File: src/design/min_tracking_stack_unit_macros.svh
// assertion macros for the min tracking stack unit
// used by the top level only; compiled out when SYNTHESIS is defined
`ifndef MIN_TRACKING_STACK_UNIT_MACROS_SVH
`define MIN_TRACKING_STACK_UNIT_MACROS_SVH

`ifndef SYNTHESIS
// same-cycle implication, off during reset
`define MTS_ASSERT_NOW(label, clk, rst_n, ante, cons) \
    label: assert property (@(posedge clk) disable iff (!(rst_n)) (ante) |-> (cons)) \
        else $error("min tracking stack: assertion failed");
// next-cycle implication, off during reset
`define MTS_ASSERT_NEXT(label, clk, rst_n, ante, cons) \
    label: assert property (@(posedge clk) disable iff (!(rst_n)) (ante) |=> (cons)) \
        else $error("min tracking stack: assertion failed");
`else
`define MTS_ASSERT_NOW(label, clk, rst_n, ante, cons)
`define MTS_ASSERT_NEXT(label, clk, rst_n, ante, cons)
`endif

`endif

File: src/design/mts_pkg.sv
// shared types and constants for the min tracking stack unit
// used by mts_cell and min_tracking_stack_unit
package mts_pkg;

    localparam int STACK_DEPTH = 128;
    localparam int DATA_W      = 32;
    localparam int CNT_W       = $clog2(STACK_DEPTH + 1);
    localparam int FILL_W      = 8;

    typedef logic signed [DATA_W-1:0] t_data;
    typedef logic [CNT_W-1:0]         t_count;

    localparam t_data MIN_EMPTY = 32'sh7FFF_FFFF;
    localparam t_data TOP_EMPTY = -32'sd1;

    typedef enum logic {
        OP_PUSH = 1'b0,
        OP_POP  = 1'b1
    } t_opcode;

    typedef enum logic [1:0] {
        ST_OK        = 2'd0,
        ST_PUSH_FULL = 2'd1,
        ST_POP_EMPTY = 2'd2
    } t_status;

    // shift command shared by every cell of one chain
    typedef struct packed {
        logic push;
        logic pop;
    } t_cell_ctrl;

    // result item as packed on the output tdata, top_value in the low bits
    typedef struct packed {
        logic [4:0]        pad;
        logic [FILL_W-1:0] fill_count;
        t_status           status;
        logic              is_empty;
        t_data             min_value;
        t_data             top_value;
    } t_result;

endpackage

File: src/design/mts_cell.sv
// one stack cell: holds one entry and shifts with its neighbors
// depends on mts_pkg
module mts_cell (
    input  logic               i_clk,
    input  mts_pkg::t_cell_ctrl i_ctrl,
    input  mts_pkg::t_data     i_from_above,
    input  mts_pkg::t_data     i_from_below,
    output mts_pkg::t_data     o_value
);

    mts_pkg::t_data r_value;
    mts_pkg::t_data n_value;

    always_comb begin
        n_value = r_value;
        if (i_ctrl.push) begin
            n_value = i_from_above;
        end else if (i_ctrl.pop) begin
            n_value = i_from_below;
        end
    end

    always_ff @(posedge i_clk) begin
        r_value <= n_value;
    end

    assign o_value = r_value;

endmodule

File: config.mk
export PLATFORM = sky130hd
export DESIGN_NAME = mts_cell
export DESIGN_NICKNAME = d
export VERILOG_FILES = /design/src/design/min_tracking_stack_unit_macros.svh /design/src/design/mts_pkg.sv /design/src/design/mts_cell.sv
export SDC_FILE = /design/constraint.sdc
export NUM_CORES = 1
export LEC_CHECK = 0
export BUFFER_PORTS_ARGS = -buffer_cell sky130_fd_sc_hd__clkbuf_2
export CAP_MARGIN = 25
export CORE_ASPECT_RATIO = 1.4
export CORE_MARGIN = 5
export CORE_UTILIZATION = 30
export DETAILED_ROUTE_END_ITERATION = 10
export PLACE_DENSITY = 0.69
export SYNTH_ARGS = -nofsm -noshare
export SYNTH_HDL_FRONTEND = slang
export SYNTH_SLANG_ARGS = --single-unit
File: constraint.sdc
create_clock -name i_clk -period 1.7 [get_ports i_clk]
set_input_delay 0.085 -clock i_clk [delete_from_list [all_inputs] [get_ports i_clk]]
set_output_delay 0.085 -clock i_clk [all_outputs]
set_load 0.01 [all_outputs]
Yosys cells after proc, flatten, opt, wreduce, memory -nomap -nowiden. Index checks and enable logic that the tools add are counted.

Register bits: 32. Input port bits: 67. Output and inout port bits: 32. Logic and storage cells: 4.

Multiplexer cells: 2. Reduce and logical (&&, ||, !) cells: 1.

Operator list (number): 32-bit 2-to-1 mux (2); 2-bit nonzero test (1).

Longest topological paths before layout.
Word-level depth: 2. Gate-level depth with buffers: 3. Mapped depth without buffers: 1.

Least setup slack after synthesis. Ideal clock, no wire load.

Kind: input to register. Start point: input i_ctrl[1] (netlist name). End point: register r_value[0], in the netlist o_value[0], enable pin. Library setup time: 0.390 ns. Data arrival time: 1.107 ns. Required time: 1.310 ns. Path slack: 0.202 ns. Cell stages on the path: 3. Buffers on the path: 2. Path through: buf_6 -> buf_12 -> or2_1.

Word-level cells in the longest chain between the ends: 1.

RTL lines: start: declaration (RTL line mts_cell.sv:5) `input mts_pkg::t_cell_ctrl i_ctrl,`; 2-bit nonzero test (no source line); end signal: assignment (RTL line mts_cell.sv:24) `r_value <= n_value;`; end: declaration (RTL line mts_cell.sv:11) `mts_pkg::t_data r_value;`.

No other way between the ends. A chain may end at the register's enable or synchronous reset.

Worst setup path after layout.
Start point: input i_ctrl[1] (netlist name). End point: register r_value[15], in the netlist o_value[15], enable pin.

The elaborated chain is that of the path after synthesis.

==> metrics.csv <==
metric;value;unit
die width;69.9;um
die area;6560;um^2
synth warn;0;
Nets;240;
max FFs per register;32;
Yosys reg bits;32;
Synth Net Count;136;
global-route wire length before repair;4600;um
via/cell ratio;4.01;
final slew viol count;0;
Critical Path RT;1.66;ns
classification of the worst setup path;primary input to register;
GRT Overall Usage;8.99;%
number of fill cells;490;
Max-slew headroom;84.3;%
FF/Latch Area;961;um^2
Die Height;93.9;um
# diodes;0;
core outline area;4880;um^2
num ports;99;
Multi-input gate area;475;um^2
status;completed;
row cnt;30;
critical path arrival;0.86;ns
clock sinks;32;
vias in the first global route;1025;
Avg Cell Area, Syn;21.9;um^2
PortBufs;98;
largest net degree at the start of global routing;34;
Area growth syn-to-layout;41.0;%
post-synthesis sequential area ratio;63.7;%
Yosys cell types;6;
share of layout cells above drive strength 1;79.9;%
nature of the critical path startpoint;primary input;
Post-CTS Hold Buffers;0;
initial core utilization;30.9;%
H-tree depth;2;
total CTS buffers;5;
TNS Setup;0;ns
Design Area, Final;2130;um^2
Detailed Route Iter0 Violations;38;
pre-CTS setup slack;0.514;ns
Routed WL;3160;um
crit end category;register;
RSZ-0062 raised after global routing;false;
cells after synthesis;69;
Worst Tran Pin Value;0.235;ns
gr ovfl total;0;
Post-DP HPWL;2610;um
routed len/inst;13.3;um
placed cell area;2040;um^2
worst min path class;primary input to register;
max-cap violations;0;
gpl congestion;0.729;
fin crit period;0.897;ns
Util after Layout;43.6;%
Final Cycle Share;52.8;%
Synth Cell Area;1510;um^2
Max Clk Rate;1.11;GHz
Reg clk slew, reported paths;0.07;ns
Pleak;1.04;nW
Root Buffer;clkbuf_8;
Final WS setup;0.803;ns
total power;1.87;mW
DR vias;955;
Worst IR Drop VDD;376;uV
# DRC;0;
initial antenna violation count;0;
Crit Path Max Fanout;33;
# resized after CTS;0;
Hold Vio Cnt, Final;0;
DRT antenna net count;0;
Final setup viols;0;
drt first pass iters;4;
setup bufs post-CTS;0;
CTS tree;built;
maximum clock path buffer count;2;
PwrDens;880;nW/um^2
-- critical path, stage by stage --
cell and delay (ns):
clkbuf_2 0.10, buf_12 0.24, or2_1 0.16, buf_4 0.25
-- power breakdown --
part | internal, mW | leakage, nW | switching [mW] | total, mW
logic | 0.200 | 0.677 | 0.146 | 0.346
registers | 0.969 | 0.326 | 0.0217 | 0.991
clock network | 0.283 | 0.0388 | 0.252 | 0.535
-- cell families after synthesis --
group	share of synthesized area (%)
simple gates	0.415
flops	63.7
buf+inv	4.73
mux	31.1
-- layer usage --
layer,routed length (um),GRT usage [%],vias to the layer above
li1,-,-,475
met1,1100,8.83,422
met2,1760,17.0,52
met3,228,2.36,6
met4,74,4.79,0
met5,0,0,-
-- cell usage after synthesis --
master | n | area [um^2]
mux2_4 | 29 | 435
edfxtp_1 | 32 | 961
buf_6 | 1 | 11.3
or2_1 | 1 | 6.26
mux2_2 | 3 | 33.8
buf_12 | 3 | 60.1
-- path summary, 6_finish.rpt --
path | start | endpoint | slack [ns] | cells after the start
max | i_ctrl[1] | o_value[15] | 0.80 | 4
min | i_from_below[9] | o_value[9] | 0.10 | 2
-- metrics by stage --
step	hold WS [ns]	cells
floorplan	0.302	69
global placement	0.386	230
detailed placement	0.389	230
CTS	0.0936	238
global route	0.0908	238
finish	0.104	238
-- cell usage in the layout (no fill, tap or decap) --
cell,n
mux2_2,3
buf_4,2
buf_12,1
clkinvlp_4,1
clkinv_1,1
clkbuf_1,1
clkbuf_8,5
or2_1,1
clkbuf_2,98
edfxtp_1,32
mux2_4,29
-- area by class of cell --
cell class / count / area share, %
multi-input cells: 33 / 22.4
clock buffers: 6 / 3.41
clock inverters: 2 / 0.530
repair buffers: 101 / 24.7
flip-flops and latches: 32 / 45.2
well taps: 64 / 3.77
No activity file was read; power rests on OpenSTA's default activity.
